`src/rtl/core/plv_pkg.sv`:
```
package plv_pkg;

  localparam int unsigned MaxSamplesLog2 = 20;
  localparam int unsigned PhaseBits      = 16;
  localparam int unsigned TrigBits       = 16;
  localparam int unsigned PlvW           = 17;
  localparam int unsigned CountW         = MaxSamplesLog2 + 1;
  localparam int unsigned SumW           = TrigBits + MaxSamplesLog2 + 2;
  localparam int unsigned QueueDepth     = 4;
  localparam logic [31:0] PiQ30          = 32'd3373259426;

  typedef enum logic [3:0] {
    BK_IDLE,
    BK_X,
    BK_X2,
    BK_HMUL,
    BK_HDIV,
    BK_SMUL,
    BK_ACC,
    BK_DINIT,
    BK_DIV,
    BK_SQC,
    BK_SQS,
    BK_SQRT,
    BK_OUT
  } back_state_e;

  // one classified item for the back part
  typedef struct packed {
    logic [1:0]  quad;
    logic        swap;
    logic [29:0] r;
    logic        last;
  } item_t;

  typedef struct packed {
    logic push;
    logic full;
  } q_ctl_t;

endpackage

```
`src/rtl/core/plv_front.sv`:
```
module plv_front #(
  parameter int unsigned PHASE_BITS = plv_pkg::PhaseBits
) (
  input  logic                  clk_i,
  input  logic                  rst_ni,
  input  logic                  start,
  input  logic [PHASE_BITS-1:0] phase_a_i,
  input  logic [PHASE_BITS-1:0] phase_b_i,
  input  logic                  last_sample_i,
  input  plv_pkg::q_ctl_t       ctl_i,
  output plv_pkg::item_t        item_o
);

  logic [PHASE_BITS-1:0] d;
  logic [31:0]           u;
  logic [29:0]           r;

  always_comb begin
    d = phase_a_i - phase_b_i;
    u = 32'(d) << (32 - PHASE_BITS);
    r = u[29:0];
    item_o.quad = u[31:30];
    item_o.last = last_sample_i;
    if (r <= 30'h2000_0000) begin
      item_o.swap = 1'b0;
      item_o.r    = r;
    end else begin
      item_o.swap = 1'b1;
      item_o.r    = 30'((31'h4000_0000) - 31'(r));
    end
  end

  logic unused;
  assign unused = clk_i ^ rst_ni ^ start ^ ctl_i.push ^ ctl_i.full;

endmodule

```
`config.mk`:
```
export PLATFORM = sky130hd
export DESIGN_NAME = plv_front
export DESIGN_NICKNAME = d
export VERILOG_FILES = /design/src/rtl/core/plv_pkg.sv /design/src/rtl/core/plv_front.sv
export SDC_FILE = /design/constraint.sdc
export NUM_CORES = 1
export LEC_CHECK = 0
export BUFFER_PORTS_ARGS = -buffer_cell sky130_fd_sc_hd__buf_4
export CORE_UTILIZATION = 40
export DETAILED_ROUTE_END_ITERATION = 8
export PLACE_DENSITY = 0.75
export SYNTH_ARGS = -nofsm -noshare
export SYNTH_HDL_FRONTEND = slang
export SYNTH_SLANG_ARGS = --single-unit
```
`constraint.sdc`:
```
create_clock -name vclk -period 2.7
set_input_delay 0.135 -clock vclk [all_inputs]
set_output_delay 0.135 -clock vclk [all_outputs]
set_load 0.01 [all_outputs]
```
[Word level (Yosys, flattened, before mapping)]
Cells that the tools add are included.
Storage, ports and cells
  bits in latches: 0
  memories kept: 0
  memory bits (writable): 0
  flip-flop bits (word level): 0
  memory bits (read-only): 0
Cells by class
  $lt $le $gt $ge: 1
  shift operators: 0
  equal/unequal tests: 0
  add/subtract/negate cells: 2
  multipliers: 0
  bitwise logic cells: 0
  reduce and logical (&&, ||, !) cells: 0
  divide/modulo/power cells: 0
  mux-type cells: 1
Operator list (number)
  31-bit two-way mux: 1
  30-bit less-or-equal comparator, second input constant: 1
  1-bit by 30-bit subtractor with 30-bit output, first input constant: 1
  16-bit subtractor: 1

[Logic depth before layout (Yosys ltp)]
Gate-level depths: netlist (run 1).
  word-level depth: 3
  mapped depth: 12
  mapped depth without buffers: 12

[Worst setup path after synthesis (run 1)]
Ideal clock, no wire load.
  path kind: input to output
  from: in phase_b_i[4]
  to: out item_o[30] in the netlist's numbering
  path buffers: 1
  stages on the path: 11
  data arrival time: 2.843 ns
  path slack: -0.278 ns
  cells stage by stage: inv_1 -> ha_1 -> a21o_4 -> or3_1 -> o211ai_2 -> a21oi_1 -> o22ai_1 -> xnor2_1 -> clkbuf_1 -> nand2_1 -> a2111oi_0
RTL lines
  start, declared: line plv_front.sv:8  | input logic [PHASE_BITS-1:0] phase_b_i,
  end, declared: line plv_front.sv:11  | output plv_pkg::item_t item_o

==> flow_metrics.tcl, run 1 <==
set metrics [dict create \
    layoutNonFillerInstCount 320 \
    hold_viol_final 0 \
    place.gp.congestion 0.894 \
    layout-drive-gt1-share_pct 47.8 \
    status "finished with violations" \
    numPortBuffers 49 \
    drt_iter0_markers 62 \
    yosysMostFrequentCell "inv_1" \
    synth.area.top_cells "ha_1 (15%), buf_4 (9.7%), xnor2_1 (8.7%), inv_1 (7.4%), nor2_1 (4.9%)" \
    fmax_mhz 322 \
    synth.avg_cell_area_um2 7.04 \
    grt_overflow 0 \
    die_height_um 59.2 \
    worstHoldPathType "primary input to output pin" \
    clock_buffers 0 \
    leakagePower_nw 1.14 \
    worstMarginPinSlew_ns 0.617 \
    drcViolationCount 0 \
    die_area_um2 3510 \
    worst_ep_arrival_time_ns 2.97 \
    track_usage_pct 20.9 \
    holdPathEnd "item_o[0]" \
    yosys-top-cells-count "inv_1 (26), buf_4 (17), nor2_1 (17)" \
    grt_max_degree 9 \
    max_slew_margin_pct 58.7 \
    crit_path_end_kind "output pin" \
    fill_cells 230 \
    startpoint_type "primary input" \
    rsz0062_at_grt "yes" \
    critical_path_class "primary input to output pin" \
    viasPerCell 5.15 \
    worstPathCellList "buf_8 -> inv_12 -> ha_4 -> inv_2 -> fa_2 -> a21o_1 -> a221o_1 -> o31a_1 -> xor2_2 -> nand4b_4 -> or2_1 -> o311a_1 -> mux2_4 -> buf_6" \
    dp_hpwl_mm 2.82 \
    grt_pass1_wl_mm 5.88 \
    slew_violations 0 \
    finalSetupViolations 13 \
    total_power_w 0.000899 \
    start_util_pct 42.6 \
    ioPinCount 72 \
    ff_latch_area_um2 0 \
    antenna_found_initial 0 \
    synth.largest_area_cell "ha_1" \
    final.setup.worst_slack_ns -0.405 \
    hold_ws_ns 0.270 \
    ir_drop_mv 0.127 \
    critPathRequiredTime_ns 2.57 \
    seq_cell_count 0 \
    num_rows 20 \
    grt_pass1_vias 1385 \
    cp_slowest_cell "a221o_1" \
    first_pass_iters 4 \
    violations "negative setup slack" \
    drv_cap 0 \
    drtAntennaViolNets 0 \
    path_delay_family "compound AO/OA/AOI/OAI gates" \
    ys_seq_area_share_pct 0 \
    tns_ns -1.88 \
    antenna_cells 0 \
    coreArea_um2 3080 \
    routed_wl_mm 4.00 \
    wire_per_inst_um 12.5 \
    netlist-cell-type-count 50 \
    period_minus_slack_ns 3.11 \
    path_max_fanout 4 \
    netlist_area_um2 1310 \
    vias 1647 \
    min_path_cells 0 \
    period_share_pct 115 \
    slowest_delay_ns 0.36 \
    power_density_nw_per_um2 395 \
    cp.buffers_inverters 4 \
    pre_cts_ws_ns -0.504 \
    syn-instance-count 186 \
    nNetsFinal 333 \
    ys_warn_count 0 \
    syn2layout_area_growth_pct 73.5 \
    cts_hold_buf 0 \
    dp_cells 313 \
    chipWidth_um 59.2 \
    min-delay-start "last_sample_i" \
    synth_top_area_share_pct 15.3 \
]
==> worst max-delay path by stage <==
stage                  to  cells past startpoint  slack (ns)         start
2_1_floorplan  item_o[30]                     11       -0.16  phase_b_i[4]
3_3_place_gp   item_o[28]                     14       -0.44  phase_a_i[0]
3_5_place_dp   item_o[28]                     14       -0.50  phase_a_i[0]
4_1_cts        item_o[28]                     14       -0.37  phase_a_i[0]
5_1_grt        item_o[28]                     15       -0.47  phase_a_i[0]
6_report       item_o[28]                     14       -0.41  phase_a_i[0]
==> kinds of logic after synthesis <==
group / after synthesis / synth area share [%]
compound gates: 53 / 30.2
xor+xnor: 18 / 12.0
other cells: 1 / 0.286
buf+inv: 45 / 17.8
mux: 3 / 2.86
simple gates: 49 / 20.1
fa+ha+maj: 17 / 16.8
==> cell type report <==
cell class         count  area [µm²]  share of cell area (%)
multi-input cells    156        1360                    59.9
inverters             26         110                    4.84
well taps             44        55.1                    2.42
repair buffers        94         747                    32.9
==> per-layer routing <==
| layer | GRT usage [%] | vias up | routed length (µm) | part of all wire [%] |
|---|---|---|---|---|
| met3 | 0.218 | 10 | 153 | 3.8 |
| met2 | 38.7 | 64 | 2130 | 53 |
| li1 | - | 812 | - | - |
| met4 | 4.08 | 0 | 74 | 1.8 |
| met1 | 27.0 | 761 | 1640 | 41 |
| met5 | 0 | - | 0 | 0 |
==> report_power, final <==
group	internal [W]	total, W	switching, W
Combinational	0.000476	0.000899	0.000423
Clock	0	0	0
Sequential	0	0	0
==> what timing repair did <==
action	CTS	global route
setup endpoints to repair	15	15
pin swaps	17	17
gates resized for setup	28	22
buffers inserted	3	6
==> stage by stage <==
step           util [%]  instance area [µm²]
2_1_floorplan         -                 1400
3_3_place_gp       64.2                 1980
3_5_place_dp       64.2                 1980
4_1_cts            70.0                 2150
5_1_grt            73.9                 2270
6_report           73.9                 2270
==> layout by cell type, fill, tap and decap left out, types with 7 or more instances in the layout <==
cell type  synthesis  routed
buf_6              0       9
conb_1             1      16
nor2_1            17      13
nand2_1            9       9
ha_1              16      14
buf_4             17      84
o21ai_0           11       8
inv_1             26      23
xnor2_1           13      10
a21oi_1           12       7
No activity file was read; power rests on OpenSTA's default activity.
==> run 2: changes to the inputs <==
- PLACE_DENSITY: 0.75 -> 0.72
- clock period: 2.7 -> 3.5 ns (I/O delays scaled with it)
==> flow_metrics.tcl, run 2 (synthesis results as in run 1) <==
set metrics [dict create \
    status "complete, no violations" \
    start_util_pct 42.6 \
    coreArea_um2 3080 \
    path_delay_family "compound AO/OA/AOI/OAI gates" \
    drt_iter0_markers 26 \
    vias 1383 \
    critPathRequiredTime_ns 3.32 \
    worstPathCellList "buf_4 -> inv_1 -> ha_1 -> inv_1 -> fa_1 -> a21o_1 -> a221o_1 -> o31a_1 -> xor2_1 -> nand4b_4 -> or2_1 -> o311a_1 -> mux2_4 -> buf_4" \
    grt_pass1_wl_mm 4.45 \
    nNetsFinal 298 \
    path_max_fanout 4 \
    grt_max_degree 11 \
    power_density_nw_per_um2 284 \
    finalSetupViolations 0 \
    clock_buffers 0 \
    place.gp.congestion 0.787 \
    seq_cell_count 0 \
    ff_latch_area_um2 0 \
    antenna_cells 0 \
    rsz0062_at_grt "yes" \
    layoutNonFillerInstCount 285 \
    routed_wl_mm 2.78 \
    max_slew_margin_pct 56.8 \
    viasPerCell 4.85 \
    slew_violations 0 \
    num_rows 20 \
    startpoint_type "primary input" \
    dp_hpwl_mm 2.43 \
    hold_viol_final 0 \
    track_usage_pct 15.4 \
    chipWidth_um 59.2 \
    total_power_w 0.000494 \
    first_pass_iters 4 \
    period_share_pct 94.7 \
    drcViolationCount 0 \
    grt_pass1_vias 1071 \
    die_height_um 59.2 \
    leakagePower_nw 0.900 \
    syn2layout_area_growth_pct 32.6 \
    cts_hold_buf 0 \
    antenna_found_initial 0 \
    period_minus_slack_ns 3.31 \
    grt_overflow 0 \
    ioPinCount 72 \
    crit_path_end_kind "output pin" \
    final_common_cell "buf_4" \
    worstHoldPathType "primary input to output pin" \
    cp.buffers_inverters 4 \
    dp_cells 284 \
    drtAntennaViolNets 0 \
    ir_drop_mv 0.107 \
    wire_per_inst_um 9.75 \
    critical_path_class "primary input to output pin" \
    numPortBuffers 49 \
    worst_ep_arrival_time_ns 3.14 \
    die_area_um2 3510 \
    cp_slowest_cell "fa_1" \
    multi_input_area_um2 1140 \
    slowest_delay_ns 0.40 \
    fill_cells 314 \
    layout-drive-gt1-share_pct 28.2 \
    worstMarginPinSlew_ns 0.643 \
    final_cell_mix "buf_4 (59), inv_1 (26), nor2_1 (17)" \
    fmax_mhz 302 \
    drv_cap 0 \
]
[run 2: cell types whose count changed in the layout (fill, tap and decap cells not counted), sizes merged]
| cell | before | now |
|---|---|---|
| buf | 94 | 59 |
[run 2: timing repair]
action                     in CTS  in global routing
buffers inserted                0                  1
setup endpoints to repair       0                  3
resized for setup               0                  1
[run 2: worst paths after layout]
kind,depth (start not counted),to,slack [ns],from
max,14,item_o[28],0.19,phase_a_i[0]
min,0,item_o[0],0.35,last_sample_i
[run 2: per-stage QoR]
stage | setup TNS, ns | instance area, µm² | hold slack, ns | setup slack (ns) | util, %
after floorplan | 0 | 1370 | 0.442 | 0.442 | -
after global placement | 0 | 1720 | 0.350 | 0.211 | 55.9
after detailed placement | 0 | 1720 | 0.350 | 0.184 | 55.9
after CTS | 0 | 1720 | 0.350 | 0.177 | 55.9
after global routing | -0.0339 | 1740 | 0.350 | -0.0339 | 56.4
final | 0 | 1740 | 0.350 | 0.187 | 56.4
[run 2: cell type report]
| cell class | instances | area share, % |
|---|---|---|
| timing repair buffer | 59 | 25.5 |
| multi-input combinational | 156 | 65.7 |
| tap | 44 | 3.17 |
| inverter | 26 | 5.62 |
[run 2: layer usage]
layer / wire [µm] / vias to the layer above / track usage [%]
met5: 0 / - / 0
met4: 0 / 0 / 0
met3: 107 / 0 / 0
met2: 1300 / 35 / 26.3
met1: 1370 / 604 / 22.8
li1: - / 744 / -
[run 2: power by group]
group	internal [W]	switching [W]	leakage (nW)	total [W]
Clock	0	0	0	0
Sequential	0	0	0	0
Combinational	0.000250	0.000244	0.900	0.000494
==> run 3: changes to the inputs <==
- GPL_TIMING_DRIVEN: default -> 0
==> flow_metrics.tcl, run 3 (synthesis results as in run 1) <==
set metrics [dict create \
    status "complete, no violations" \
    dp_hpwl_mm 2.44 \
    drt_iter0_markers 60 \
    track_usage_pct 15.0 \
    numPortBuffers 50 \
    fmax_mhz 295 \
    place.gp.congestion 0.751 \
    final_common_cell "buf_4" \
    vias 1436 \
    syn2layout_area_growth_pct 43.6 \
    grt_pass1_vias 1130 \
    min-delay-start "last_sample_i" \
    max_slew_margin_pct 65.6 \
    layout-drive-gt1-share_pct 35.8 \
    multi_input_area_um2 1190 \
    critPathRequiredTime_ns 3.32 \
    worstHoldPathType "primary input to output pin" \
    grt_overflow 0 \
    power_density_nw_per_um2 269 \
    drtAntennaViolNets 0 \
    period_minus_slack_ns 3.39 \
    grt_pass1_wl_mm 4.38 \
    wire_per_inst_um 9.51 \
    drcViolationCount 0 \
    grt_max_degree 11 \
    p_sw_share_pct 49.4 \
    leakagePower_nw 0.991 \
    final_cell_mix "buf_4 (70), inv_1 (25), nor2_1 (17)" \
    coreArea_um2 3080 \
    cp_slowest_cell "a221o_1" \
    num_rows 20 \
    die_area_um2 3510 \
    worstPathCellList "buf_4 -> inv_1 -> ha_2 -> inv_2 -> fa_2 -> a21o_1 -> a221o_1 -> o31a_1 -> xor2_2 -> nand4b_4 -> or2_1 -> o311a_1 -> mux2_4 -> buf_4" \
    die_height_um 59.2 \
    holdPathEnd "item_o[0]" \
    hold_viol_final 0 \
    p_int_w 0.000256 \
    tns_ns 0 \
    antenna_cells 0 \
    final.setup.worst_slack_ns 0.111 \
    fill_cells 316 \
    pre_cts_ws_ns 0.0710 \
    first_pass_iters 4 \
    seq_cell_count 0 \
    viasPerCell 4.82 \
    slew_violations 0 \
    power.share.combinational_pct 100.0 \
    antenna_found_initial 0 \
    drv_cap 0 \
    net-switching-power_w 0.000250 \
    clock_buffers 0 \
    cpMostUsedCell "buf_4" \
    ir_drop_mv 0.0978 \
    worst_ep_arrival_time_ns 3.21 \
    startpoint_type "primary input" \
    min_path_cells 2 \
    worstMarginPinSlew_ns 0.512 \
    ioPinCount 72 \
    period_share_pct 96.8 \
    slowest_delay_ns 0.41 \
    finalSetupViolations 0 \
    ff_latch_area_um2 0 \
    critical_path_class "primary input to output pin" \
    clkPwrFrac_pct 0 \
    chipWidth_um 59.2 \
    seqPwrFrac_pct 0 \
    nNetsFinal 311 \
    path_max_fanout 4 \
    total_power_w 0.000507 \
    cts_hold_buf 0 \
    routed_wl_mm 2.83 \
    start_util_pct 42.6 \
    crit_path_end_kind "output pin" \
    hold_ws_ns 0.527 \
]
==> run 3: cell count changes in the layout (fill, tap and decap cells not counted), sizes merged <==
cell / before / now
buf: 59 / 70
clkbuf: 0 / 2
==> run 3: worst max-delay path, delay by kind of cell <==
family / cells / cell delay (ns)
multiplexers: 1 / 0.26
buffers and inverters: 4 / 0.34
XOR/XNOR: 1 / 0.16
AND/OR/NAND/NOR: 2 / 0.44
adder cells (fa/ha/maj): 2 / 0.52
AO/OA/AOI/OAI: 4 / 1.32
==> run 3: layer usage <==
layer | global-route usage, % | routed length [µm] | up-vias
met2 | 27.6 | 1370 | 39
met1 | 20.6 | 1330 | 628
met5 | 0 | 0 | -
met4 | 0 | 0 | 0
met3 | 0 | 133 | 0
li1 | - | - | 769
==> run 3: final cells by class <==
cell class | instances | area share (%)
buffer | 19 | 7.25
inverter | 26 | 5.19
multi-input combinational | 156 | 63.5
tap | 44 | 2.93
timing repair buffer | 53 | 21.1
==> run 3: stage by stage <==
stage	std cells	area [µm²]	utilization, %
finish	298	1880	61.1
global route	298	1880	61.1
CTS	295	1800	58.4
detailed placement	295	1800	58.4
global placement	295	1800	58.4
floorplan	201	1370	-
==> run 3: power groups by stage <==
| stage | Combinational [W] | Sequential, W | Clock, W |
|---|---|---|---|
| 4_1_cts | 0.000484 | 0 | 0 |
| 3_5_place_dp | 0.000483 | 0 | 0 |
| 2_1_floorplan | 0.000314 | 0 | 0 |
| 5_1_grt | 0.000550 | 0 | 0 |
| 3_3_place_gp | 0.000479 | 0 | 0 |
| 6_report | 0.000507 | 0 | 0 |
==> run 3: worst max-delay path by stage <==
stage,startpoint,end,cells past startpoint
final,phase_a_i[0],item_o[28],14
after CTS,phase_a_i[0],item_o[18],14
after detailed placement,phase_a_i[0],item_o[18],14
after global routing,phase_a_i[0],item_o[28],14
after floorplan,phase_b_i[4],item_o[30],11
after global placement,phase_a_i[0],item_o[18],14
==> run 3: what timing repair did <==
item | 4_1_cts | 5_1_grt
resized for setup | 0 | 14
setup endpoints to repair | 0 | 6
setup buffers | 0 | 3
