## config.mk

```make
export PLATFORM = sky130hd
export DESIGN_NAME = plv_queue
export DESIGN_NICKNAME = d
export VERILOG_FILES = /design/src/rtl/core/plv_pkg.sv /design/src/rtl/core/plv_queue.sv
export SDC_FILE = /design/constraint.sdc
export NUM_CORES = 1
export LEC_CHECK = 0
export ABC_CLOCK_PERIOD_IN_PS = 2500
export BUFFER_PORTS_ARGS = -buffer_cell sky130_fd_sc_hd__buf_4
export CORE_ASPECT_RATIO = 1.2
export CORE_UTILIZATION = 41
export DETAILED_ROUTE_END_ITERATION = 8
export SKIP_CTS_REPAIR_TIMING = 1
export SLEW_MARGIN = 20
export SYNTH_ARGS = -nofsm -noshare
export SYNTH_HDL_FRONTEND = slang
export SYNTH_SLANG_ARGS = --single-unit
```

## constraint.sdc

```tcl
create_clock -name clk_i -period 2.5 [get_ports clk_i]
set_clock_uncertainty 0.2 [all_clocks]
set_input_delay 0.125 -clock clk_i [delete_from_list [all_inputs] [get_ports clk_i]]
set_output_delay 0.125 -clock clk_i [all_outputs]
set_load 0.05 [all_outputs]
```

## src/rtl/core/plv_pkg.sv

```systemverilog
package plv_pkg;

  localparam int unsigned MaxSamplesLog2 = 20;
  localparam int unsigned PhaseBits      = 16;
  localparam int unsigned TrigBits       = 16;
  localparam int unsigned PlvW           = 17;
  localparam int unsigned CountW         = MaxSamplesLog2 + 1;
  localparam int unsigned SumW           = TrigBits + MaxSamplesLog2 + 2;
  localparam int unsigned QueueDepth     = 4;
  localparam logic [31:0] PiQ30          = 32'd3373259426;

  typedef enum logic [3:0] {
    BK_IDLE,
    BK_X,
    BK_X2,
    BK_HMUL,
    BK_HDIV,
    BK_SMUL,
    BK_ACC,
    BK_DINIT,
    BK_DIV,
    BK_SQC,
    BK_SQS,
    BK_SQRT,
    BK_OUT
  } back_state_e;

  // one classified item for the back part
  typedef struct packed {
    logic [1:0]  quad;
    logic        swap;
    logic [29:0] r;
    logic        last;
  } item_t;

  typedef struct packed {
    logic push;
    logic full;
  } q_ctl_t;

endpackage

```

## src/rtl/core/plv_queue.sv

```systemverilog
module plv_queue #(
  parameter int unsigned DEPTH = plv_pkg::QueueDepth
) (
  input  logic            clk_i,
  input  logic            rst_ni,
  input  logic            push_i,
  input  plv_pkg::item_t  item_i,
  input  logic            pop_i,
  output logic            empty_o,
  output logic            full_o,
  output plv_pkg::item_t  item_o
);

  localparam int unsigned AW = $clog2(DEPTH);

  plv_pkg::item_t mem_q [DEPTH];
  logic [AW-1:0]  wp_q, rp_q;
  logic [AW:0]    cnt_q;

  assign empty_o = (cnt_q == '0);
  assign full_o  = (cnt_q == (AW+1)'(DEPTH));
  assign item_o  = mem_q[rp_q];

  always_ff @(posedge clk_i) begin
    if (push_i && !full_o) mem_q[wp_q] <= item_i;
  end

  always_ff @(posedge clk_i or negedge rst_ni) begin
    if (!rst_ni) begin
      wp_q  <= '0;
      rp_q  <= '0;
      cnt_q <= '0;
    end else begin
      if (push_i && !full_o) wp_q <= AW'((32'(wp_q) + 1) % DEPTH);
      if (pop_i && !empty_o) rp_q <= AW'((32'(rp_q) + 1) % DEPTH);
      cnt_q <= cnt_q + (AW+1)'(push_i && !full_o) - (AW+1)'(pop_i && !empty_o);
    end
  end

endmodule

```

* Word level (Yosys, flattened, before mapping)
Memories as Yosys holds them, arrays and structs flattened.
Cells that the tools add are included.
** Word-level totals
- Output and inout port bits :: 36
- Memories :: 1
- Flip-flop bits (word level) :: 7
- RAM bits :: 136
** Cells by class
- Reduce and logical (&&, ||, !) cells :: 5
- Muxes and demuxes :: 2
- Equal/unequal tests :: 1
- $add $sub $neg :: 4
** Memories
- mem_q :: words 4, width 34, read ports 1, clocked after Yosys merged registers in 0, wr ports 1, line plv_queue.sv:16 : plv_pkg::item_t mem_q [DEPTH];
** Operators with widths (count)
- $add A2 B1 Y2 const B :: 2
- $add A3 B1 Y3 :: 1
- $eq A3 B3 Y1 const B :: 1
- $logic_not A3 Y1 :: 1
- $sub A3 B1 Y3 :: 1
- $logic_and A1 B1 Y1 :: 2
- $logic_not A1 Y1 :: 2
- $mux W1 :: 2

* Longest topological paths before layout
Gate-level depths: netlist of the first run.
- Depth in word-level cells :: 5
- Gate-level depth with buffers :: 8
- Gate-level depth less buffers :: 8

* Worst setup path after synthesis of the first run
OpenSTA, ideal clock, no wires.
- Path type :: reg-to-reg
- Start :: register cnt_q[1]
- End :: register cnt_q[2]
- Library setup time :: 123 ps
- Data arrival time :: 2169 ps
- Slack :: 8 ps
- Stages on the path, launching flop included :: 9
- Path through :: dfrtp_1 > nor3b_4 > nand2b_1 > ha_1 > inv_1 > ha_1 > fa_1 > xnor2_1 > xnor2_1
** Between the ends
- Cells in the longest elaborated chain, start to end :: 5
** RTL lines
- start, declared :: line plv_queue.sv:18 : logic [AW:0] cnt_q;
- start signal, assigned :: line plv_queue.sv:36 : cnt_q <= cnt_q + (AW+1)'(push_i && !full_o) - (AW+1)'(pop_i && !empty_o);
- $eq A3 B3 Y1 :: line plv_queue.sv:21 : assign full_o = (cnt_q == (AW+1)'(DEPTH));
- net full_o :: line plv_queue.sv:10 : output logic full_o,
- $logic_not A1 Y1 :: line plv_queue.sv:36
- $logic_and A1 B1 Y1 :: line plv_queue.sv:36
- $add A3 B1 Y3 :: line plv_queue.sv:36
- $sub A3 B1 Y3 :: line plv_queue.sv:36
The timed path passes the listed nets, and every way through them passes these cells.
A chain may end at the register's enable or synchronous reset.

==> metrics, run 1 <==
Pwr per Cell Area=1330 nW/um^2; Primary FF master, synth=edfxtp_1; mux cell area share after synthesis=0.145; VDD IR max=0.000820 V; top cells by area, synth=edfxtp_1 (75%), mux4_2 (12%), dfrtp_1 (3.2%); Async SR Flop Fraction=0.0490; CP Capture Type=primary output; Ports=74; Overall Global Routing Usage=0.146; Synth Area in Simple Gates=0.0203; CTS H-tree lvls=4; num rows=45; Filler Cell Count=964; Seq/Total Area, Yosys=0.784; Avg WL per Cell=17.4 um; Post-synth EDFFs=136; DIE HEIGHT=128 um; vias in the first global route=2627; Clk Latency, worst-skew pair=0.41 ns; post-DR vias/cell=4.90; count of max-cap constraint violations=0; Mapped Area=5430 um^2; switch share=0.365; diode count=0; GPL Wtd Cong=0.651; first-pass GRT wire length=14000 um; final worst path period share=0.948; port bufs=73; P_int=6.03 mW; Core Area=12800 um^2; Largest stage delay, worst path=0.63 ns; CP required=2.17 ns; Post-Synth Adder-Cell Area=0.0175; critical path peak fanout=11; most frequent cell after synthesis=edfxtp_1; clk root buf=clkbuf_16; setup tns final=0 ns; top cells by count, synth=edfxtp_1 (136), mux4_2 (28), dfrtp_1 (7); initial antenna violation count=0; Die W=107 um; largest area contributor in the netlist=edfxtp_1; Clock Path Buffers=2; die area=13700 um^2; final setup fails=0; Slew HR=0.370; area added between synthesis and finish=31.5%; max-slew violation count=0; part of the power in registers=0.362; RSZ-0062 raised after global routing=no; clock share of power=0.252; Critical Path Source Type=flip-flop; crit path buf inv count=2; Compound-Gate Fraction of Synth Area=0.00576; syn_nets=264; Final #Nets=392; TritonCTS clock tree=built; via count=2567; Hold WC Path Type=in2reg; largest net degree at the start of global routing=35; Worst Tran Pin Value=0.945 ns; largest family of logic cells by synthesized area=multiplexers; Non-Filler Instances=524; Synth cell types=20; Synthesis Warnings=0; drt drc=0; hold slack=0.262 ns; CP max stage cell=dfrtp_2; Max Clock Freq=422 MHz; cell family with most CP delay=flip-flops; Hold Vio Cnt, Final=0; register area=4260 um^2; Post-Synth XOR/XNOR Area=0.00645; cell mode on critical path=buf_4; Multi-input gate area=1070 um^2; post-synth top area share=0.752; Gate power share=0.386; fin crit period=2.37 ns; CP Data Arrival Time=2.04 ns; 1st-pass router iterations=4; post-route ant nets=0; Clock transition at path regs=0.06 ns; synthesized instance count=219; status=finished clean; ordered list of cells on the worst path=buf_4 -> mux4_2 -> buf_4; leakage=2.53 nW; layout cell share with drive strength beyond 1=0.403; final wirelength=9140 um; Critical Setup Path Class=reg2out; placed cells=454; DP Wirelength=5230 um; TritonCTS Buffers=17; worst setup margin=0.131 ns; register bit total from synthesis=143; Power, Total=9.49 mW; Setup WS pre-CTS=0.116 ns; Iter 0 DRT Violations=65; GRT overflow=0; Post-Syn Area per Cell=24.8 um^2; Initial Util=0.425; Clock Sinks=143; P_sw=3.47 mW
[registers in the layout (all words and copies together) (netlist names)]
| register | count |
|---|---|
| mem_q | 136 |
| wp_q | 2 |
| cnt_q | 3 |
| rp_q | 2 |
[path summary, 6_finish.rpt]
path | start | endpoint | slack [ns] | depth (start not counted)
worst max-delay path | rp_q[0]$_DFFE_PN0P_ | item_o[27] | 0.13 | 3
worst min-delay path | item_i[7] | mem_q[2][7]$_DFFE_PP_ | 0.26 | 2
worst max register to register | cnt_q[1]$_DFF_PN0_ | cnt_q[2]$_DFF_PN0_ | 0.17 | 9
worst min register to register | wp_q[1]$_DFFE_PN0P_ | wp_q[1]$_DFFE_PN0P_ | 0.41 | 2
max in group asynchronous | rst_ni | rp_q[1]$_DFFE_PN0P_ | 1.35 | 3
min in group asynchronous | rst_ni | cnt_q[2]$_DFF_PN0_ | 0.48 | 3
[cell usage in the layout, fill, tap and decap left out, drive strengths merged, types with 5 or more instances in the layout]
cell,n
dlygate4sd3,38
inv,8
mux4,34
clkinvlp,5
buf,79
ha,6
edfxtp,136
clkbuf,18
clkinv,5
dfrtp,7
[power groups by stage]
stage | logic, mW | clock network (mW) | registers (mW)
global placement | 3.66 | 0 | 3.46
detailed placement | 3.68 | 0 | 3.49
floorplan | 2.79 | 0 | 3.34
CTS | 3.69 | 2.45 | 3.44
global route | 3.87 | 2.54 | 3.49
finish | 3.66 | 2.40 | 3.43
[metrics by stage]
step	utilization	cell area, um^2
after floorplan	-	5430
after global placement	0.484	6180
after detailed placement	0.484	6180
after CTS	0.529	6760
after global routing	0.559	7140
final	0.559	7140
[cell families (layout without fill, tap and decap cells)]
group / after synthesis / after routing
flip-flops: 143 / 143
multiplexers: 34 / 34
buffers and inverters: 14 / 155
AND/OR/NAND/NOR: 13 / 13
adder cells (fa/ha/maj): 7 / 7
AO/OA/AOI/OAI: 4 / 4
XOR/XNOR: 4 / 4
[metal layers]
metal,track usage,part of all wire,up-vias
li1,-,-,1183
met1,0.166,0.42,1322
met2,0.247,0.53,53
met3,0.0473,0.033,9
met4,0.0725,0.015,0
met5,0,0,-
[final cells by class]
class | count | area share
sequential | 143 | 0.597
multi-input combinational | 62 | 0.150
timing repair buffer | 117 | 0.142
clock buffer | 18 | 0.0601
tap | 164 | 0.0287
clock inverter | 14 | 0.0200
inverter | 6 | 0.00315
Power figures use the tool's default switching activity.
==> run 2: changes to the inputs <==
Settings changed: CELL_PAD_IN_SITES_DETAIL_PLACEMENT from default to 0, CELL_PAD_IN_SITES_GLOBAL_PLACEMENT from default to 1, CORE_UTILIZATION 41 to 50, PLACE_DENSITY_LB_ADDON from default to 0.1.
==> metrics, run 2 (same netlist as run 1, synthesis figures left out) <==
Clock Path Buffers=2 (unchanged); count of max-cap constraint violations=0 (unchanged); Critical Setup Path Class=reg2reg; Hold Vio Cnt, Final=0 (unchanged); leakage=2.54 nW (+0.46%); first-pass GRT wire length=13400 um (-4.3%); Clock Sinks=143 (unchanged); Final #Nets=389 (-0.77%); Initial Util=0.514 (+0.0890); Worst Tran Pin Value=0.939 ns (-0.00549 ns); Die W=97.2 um (-9.3%); most frequent cells in the layout=edfxtp_1 (136), buf_4 (74), dlygate4sd3_1 (38); final setup fails=0 (unchanged); Iter 0 DRT Violations=113 (+74%); crit path capture=cnt_q[2]$_DFF_PN0_; Critical Path Source Type=flip-flop; Clock transition at path regs=0.06 ns (about the same); worst reg2reg endpoint=cnt_q[2]$_DFF_PN0_; Largest stage delay, worst path=0.49 ns (-0.14 ns); num rows=41 (-8.9%); crit path buf inv count=1 (-1); CP Data Arrival Time=2.46 ns (+0.42 ns); R2R depth=8 (-1); CP Capture Type=flip-flop; post-route ant nets=0 (unchanged); drt drc=0 (unchanged); cell family with most CP delay=adder cells; R2R Setup Slk=0.16 ns (about the same); DIE HEIGHT=116 um (-9.3%); vias in the first global route=2454 (-6.6%); status=finished clean; port bufs=73 (unchanged); TritonCTS clock tree=built; CP max stage cell=dfrtp_1; 1st-pass router iterations=4 (unchanged); clk root buf=clkbuf_16; diode count=0 (unchanged); post-DR vias/cell=5.24 (+7.0%); Clk Latency, worst-skew pair=0.40 ns (about the same); Slew HR=0.374 (+0.00366); fin util=0.674 (+0.115); Top reg by flops=mem_q; critical path peak fanout=8 (-3); CP Depth=8 (+5); Max Clock Freq=428 MHz (+1.3%); Core Area=10600 um^2 (-17%); GPL Wtd Cong=0.728 (+12%); CTS H-tree lvls=4 (unchanged); CP required=2.62 ns (+0.45 ns); Ports=74 (unchanged); Avg WL per Cell=18.6 um (+6.9%); Pwr per Cell Area=1360 nW/um^2 (+2.0%); GRT overflow=0 (unchanged); via count=2543 (-0.93%); ordered list of cells on the worst path=nor3b_4 -> nand2b_1 -> ha_1 -> inv_1 -> ha_1 -> fa_1 -> xnor2_1 -> xnor2_1; area added between synthesis and finish=31.2%; die area=11300 um^2 (-18%); layout cell share with drive strength beyond 1=0.396 (-0.00671); Largest register FFs=136 (unchanged); Largest regs=mem_q x136, cnt_q x3; TritonCTS Buffers=17 (unchanged); worst setup path startpoint=cnt_q[1]$_DFF_PN0_; Hold WC Path Type=in2reg; initial antenna violation count=0 (unchanged); commonest non-fill, non-tap cell in the layout=edfxtp_1; max-slew violation count=0 (unchanged); largest net degree at the start of global routing=35 (unchanged); final wirelength=9050 um (-1.0%); setup tns final=0 ns (unchanged); DP Wirelength=4980 um (-4.7%); final worst path period share=0.936 (-0.0119); Power, Total=9.66 mW (+1.8%); Overall Global Routing Usage=0.168 (+0.0216); fin crit period=2.34 ns (-0.0298 ns); VDD IR max=0.000870 V (+6.1%); reg2reg start=cnt_q[1]$_DFF_PN0_
run 2: cell count changes in the layout (fill, tap and decap cells not counted), sizes merged:
cell,before,now
buf,79,76
bufinv,2,5
clkinvlp,5,3
inv,8,6
run 2: cell type report:
cell class | count | area (um^2)
clock buffers | 18 | 429
clock inverters | 13 | 195
inverters | 6 | 22.5
well taps | 129 | 161
fillers | 702 | 3440
repair buffers | 114 | 976
multi-input cells | 62 | 1080
flip-flops and latches | 143 | 4260
run 2: power by group:
group | leakage (nW) | switching [mW] | internal, mW | total, mW
Sequential | 1.33 | 0.238 | 3.18 | 3.42
Combinational | 0.920 | 2.28 | 1.33 | 3.61
Clock | 0.297 | 0.883 | 1.75 | 2.63
Total | 2.54 | 3.40 | 6.27 | 9.66
run 2: per-layer routing:
metal	up-vias	track usage	wire, um
li1	1177	-	-
met1	1298	0.215	3850
met2	59	0.265	4780
met3	9	0.0533	306
met4	0	0.0786	113
met5	-	0	0
run 2: worst min path at each step:
stage | startpoint | endpoint | cells past startpoint
floorplan | rst_ni | cnt_q[0]$_DFF_PN0_ | 0
global placement | rst_ni | cnt_q[0]$_DFF_PN0_ | 1
detailed placement | rst_ni | cnt_q[0]$_DFF_PN0_ | 1
CTS | rst_ni | cnt_q[0]$_DFF_PN0_ | 1
global route | item_i[27] | mem_q[1][27]$_DFFE_PP_ | 2
finish | item_i[12] | mem_q[3][12]$_DFFE_PP_ | 2
run 2: through the flow:
step / hold WS (ns) / cells / area, um^2 / setup WS (ns)
2_1_floorplan: -0.371 / 219 / 5430 / 0.00779
3_3_place_gp: -0.253 / 416 / 6110 / 0.150
3_5_place_dp: -0.252 / 416 / 6110 / 0.103
4_1_cts: -0.688 / 447 / 6730 / 0.0842
5_1_grt: 0.257 / 485 / 7130 / -0.00624
6_report: 0.265 / 485 / 7130 / 0.161
==> run 3: changes to the inputs <==
Settings changed: ABC_CLOCK_PERIOD_IN_PS 2500 to 2950, CORE_UTILIZATION 50 to 54.
Clock period 2.5 ns to 2.95 ns, I/O delays scaled along.
==> metrics, run 3 (same netlist as run 1, synthesis figures left out) <==
status=finished clean; grt met1 use=0.238 (+0.0222); Filler Cell Count=593 (-16%); Slew HR=0.577 (+0.204); TritonCTS clock tree=built; Max Clock Freq=420 MHz (-1.9%); Largest register FFs=136 (unchanged); Largest regs=mem_q x136, cnt_q x3; max-slew violation count=0 (unchanged); CP max stage cell=dfrtp_1; Hold WC Path Type=in2reg; GRT overflow=0 (unchanged); die area=10500 um^2 (-7.3%); CP Data Arrival Time=2.52 ns (+0.06 ns); Critical Setup Path Class=reg2reg; critical path peak fanout=7 (-1); leakage=2.57 nW (+0.96%); Worst Tran Pin Value=0.634 ns (-0.306 ns); port bufs=73 (unchanged); global routing usage on met2=0.317 (+0.0514); Clock Sinks=143 (unchanged); Pwr per Cell Area=1140 nW/um^2 (-16%); post-route ant nets=0 (unchanged); CP Capture Type=flip-flop; Final #Nets=397 (+2.1%); GRT busiest layer=met2; register area=4260 um^2 (about the same); Clk Latency, worst-skew pair=0.41 ns (about the same); vias in the first global route=2637 (+7.5%); fin crit period=2.38 ns (+0.0445 ns); DIE HEIGHT=112 um (-3.7%); Power, Total=8.16 mW (-16%); Critical Path Source Type=flip-flop; Multi-input gate area=1060 um^2 (-1.3%); Ports=74 (unchanged); 1st-pass router iterations=4 (unchanged); Iter 0 DRT Violations=82 (-27%); CTS H-tree lvls=4 (unchanged); CP required=3.09 ns (+0.47 ns); first-pass GRT wire length=14000 um (+4.4%); most frequent cells in the layout=edfxtp_1 (136), buf_4 (83), dlygate4sd3_1 (38); Largest stage delay, worst path=0.47 ns (-0.02 ns); largest net degree at the start of global routing=24 (-31%); GPL Wtd Cong=0.669 (-8.1%); post-DR vias/cell=5.32 (+1.5%); Clock Path Buffers=2 (unchanged); Avg WL per Cell=19.1 um (+2.5%); via count=2597 (+2.1%); DP Wirelength=5590 um (+12%); layout cell share with drive strength beyond 1=0.411 (+0.0149); setup tns final=0 ns (unchanged); Top reg by flops=mem_q; Clock transition at path regs=0.06 ns (about the same); initial antenna violation count=0 (unchanged); diode count=0 (unchanged); area added between synthesis and finish=31.6%; commonest non-fill, non-tap cell in the layout=edfxtp_1; Core Area=9660 um^2 (-8.6%); num rows=39 (-4.9%); drt drc=0 (unchanged); clk root buf=clkbuf_16; Overall Global Routing Usage=0.194 (+0.0260); Die W=93.6 um (-3.7%); Initial Util=0.562 (+0.0482); VDD IR max=0.000767 V (-12%); final wirelength=9330 um (+3.1%); final setup fails=0 (unchanged); TritonCTS Buffers=17 (unchanged); count of max-cap constraint violations=0 (unchanged); M3 GR Usage=0.0649 (+0.0116); ordered list of cells on the worst path=o31ai_1 -> inv_1 -> ha_1 -> inv_1 -> ha_1 -> fa_1 -> xnor2_1 -> xnor2_1; final worst path period share=0.808 (-0.128); RSZ-0062 raised after global routing=no; Hold Vio Cnt, Final=0 (unchanged)
run 3: worst paths after layout:
path	start	endpoint	slack, ns	depth (start not counted)
setup / recovery	cnt_q[1]$_DFF_PN0_	cnt_q[2]$_DFF_PN0_	0.57	8
hold / removal	item_i[28]	mem_q[1][28]$_DFFE_PP_	0.27	2
setup reg to reg	cnt_q[1]$_DFF_PN0_	cnt_q[2]$_DFF_PN0_	0.57	8
hold reg to reg	wp_q[1]$_DFFE_PN0P_	wp_q[1]$_DFFE_PN0P_	0.41	2
max in group asynchronous	rst_ni	rp_q[1]$_DFFE_PN0P_	1.76	3
min in group asynchronous	rst_ni	cnt_q[0]$_DFF_PN0_	0.51	3
run 3: layer usage:
layer / share of wire / up-vias / wire length [um]
li1: - / 1195 / -
met1: 0.42 / 1327 / 3880
met2: 0.53 / 61 / 4960
met3: 0.036 / 14 / 332
met4: 0.017 / 0 / 155
met5: 0 / - / 0
run 3: report_power, final:
group | switching, mW | internal [mW]
logic | 1.94 | 1.14
clock network | 0.777 | 1.41
registers | 0.197 | 2.69
run 3: layout make-up:
class,instances,area share
Multi-Input combinational cell,62,0.149
Inverter,6,0.00315
Clock inverter,14,0.0270
Tap cell,123,0.0215
Clock buffer,18,0.0600
Timing Repair Buffer,122,0.143
Sequential cell,143,0.596
run 3: critical path, delay by kind of cell, from the launching register on:
family                   cells  cell delay, ns
buffers and inverters        2            0.12
flip-flops                   1            0.47
AO/OA/AOI/OAI                1            0.38
adder cells (fa/ha/maj)      3            0.83
XOR/XNOR                     2            0.32
run 3: per-stage QoR:
| step | hold slack (ns) | setup slack, ns | instances | instance area [um^2] | utilization |
|---|---|---|---|---|---|
| after floorplan | -0.348 | 0.458 | 219 | 5430 | - |
| after global placement | -0.232 | 0.598 | 418 | 6150 | 0.636 |
| after detailed placement | -0.230 | 0.563 | 418 | 6150 | 0.636 |
| after CTS | -0.676 | 0.550 | 450 | 6770 | 0.700 |
| after global routing | 0.275 | 0.422 | 488 | 7150 | 0.740 |
| final | 0.272 | 0.566 | 488 | 7150 | 0.740 |
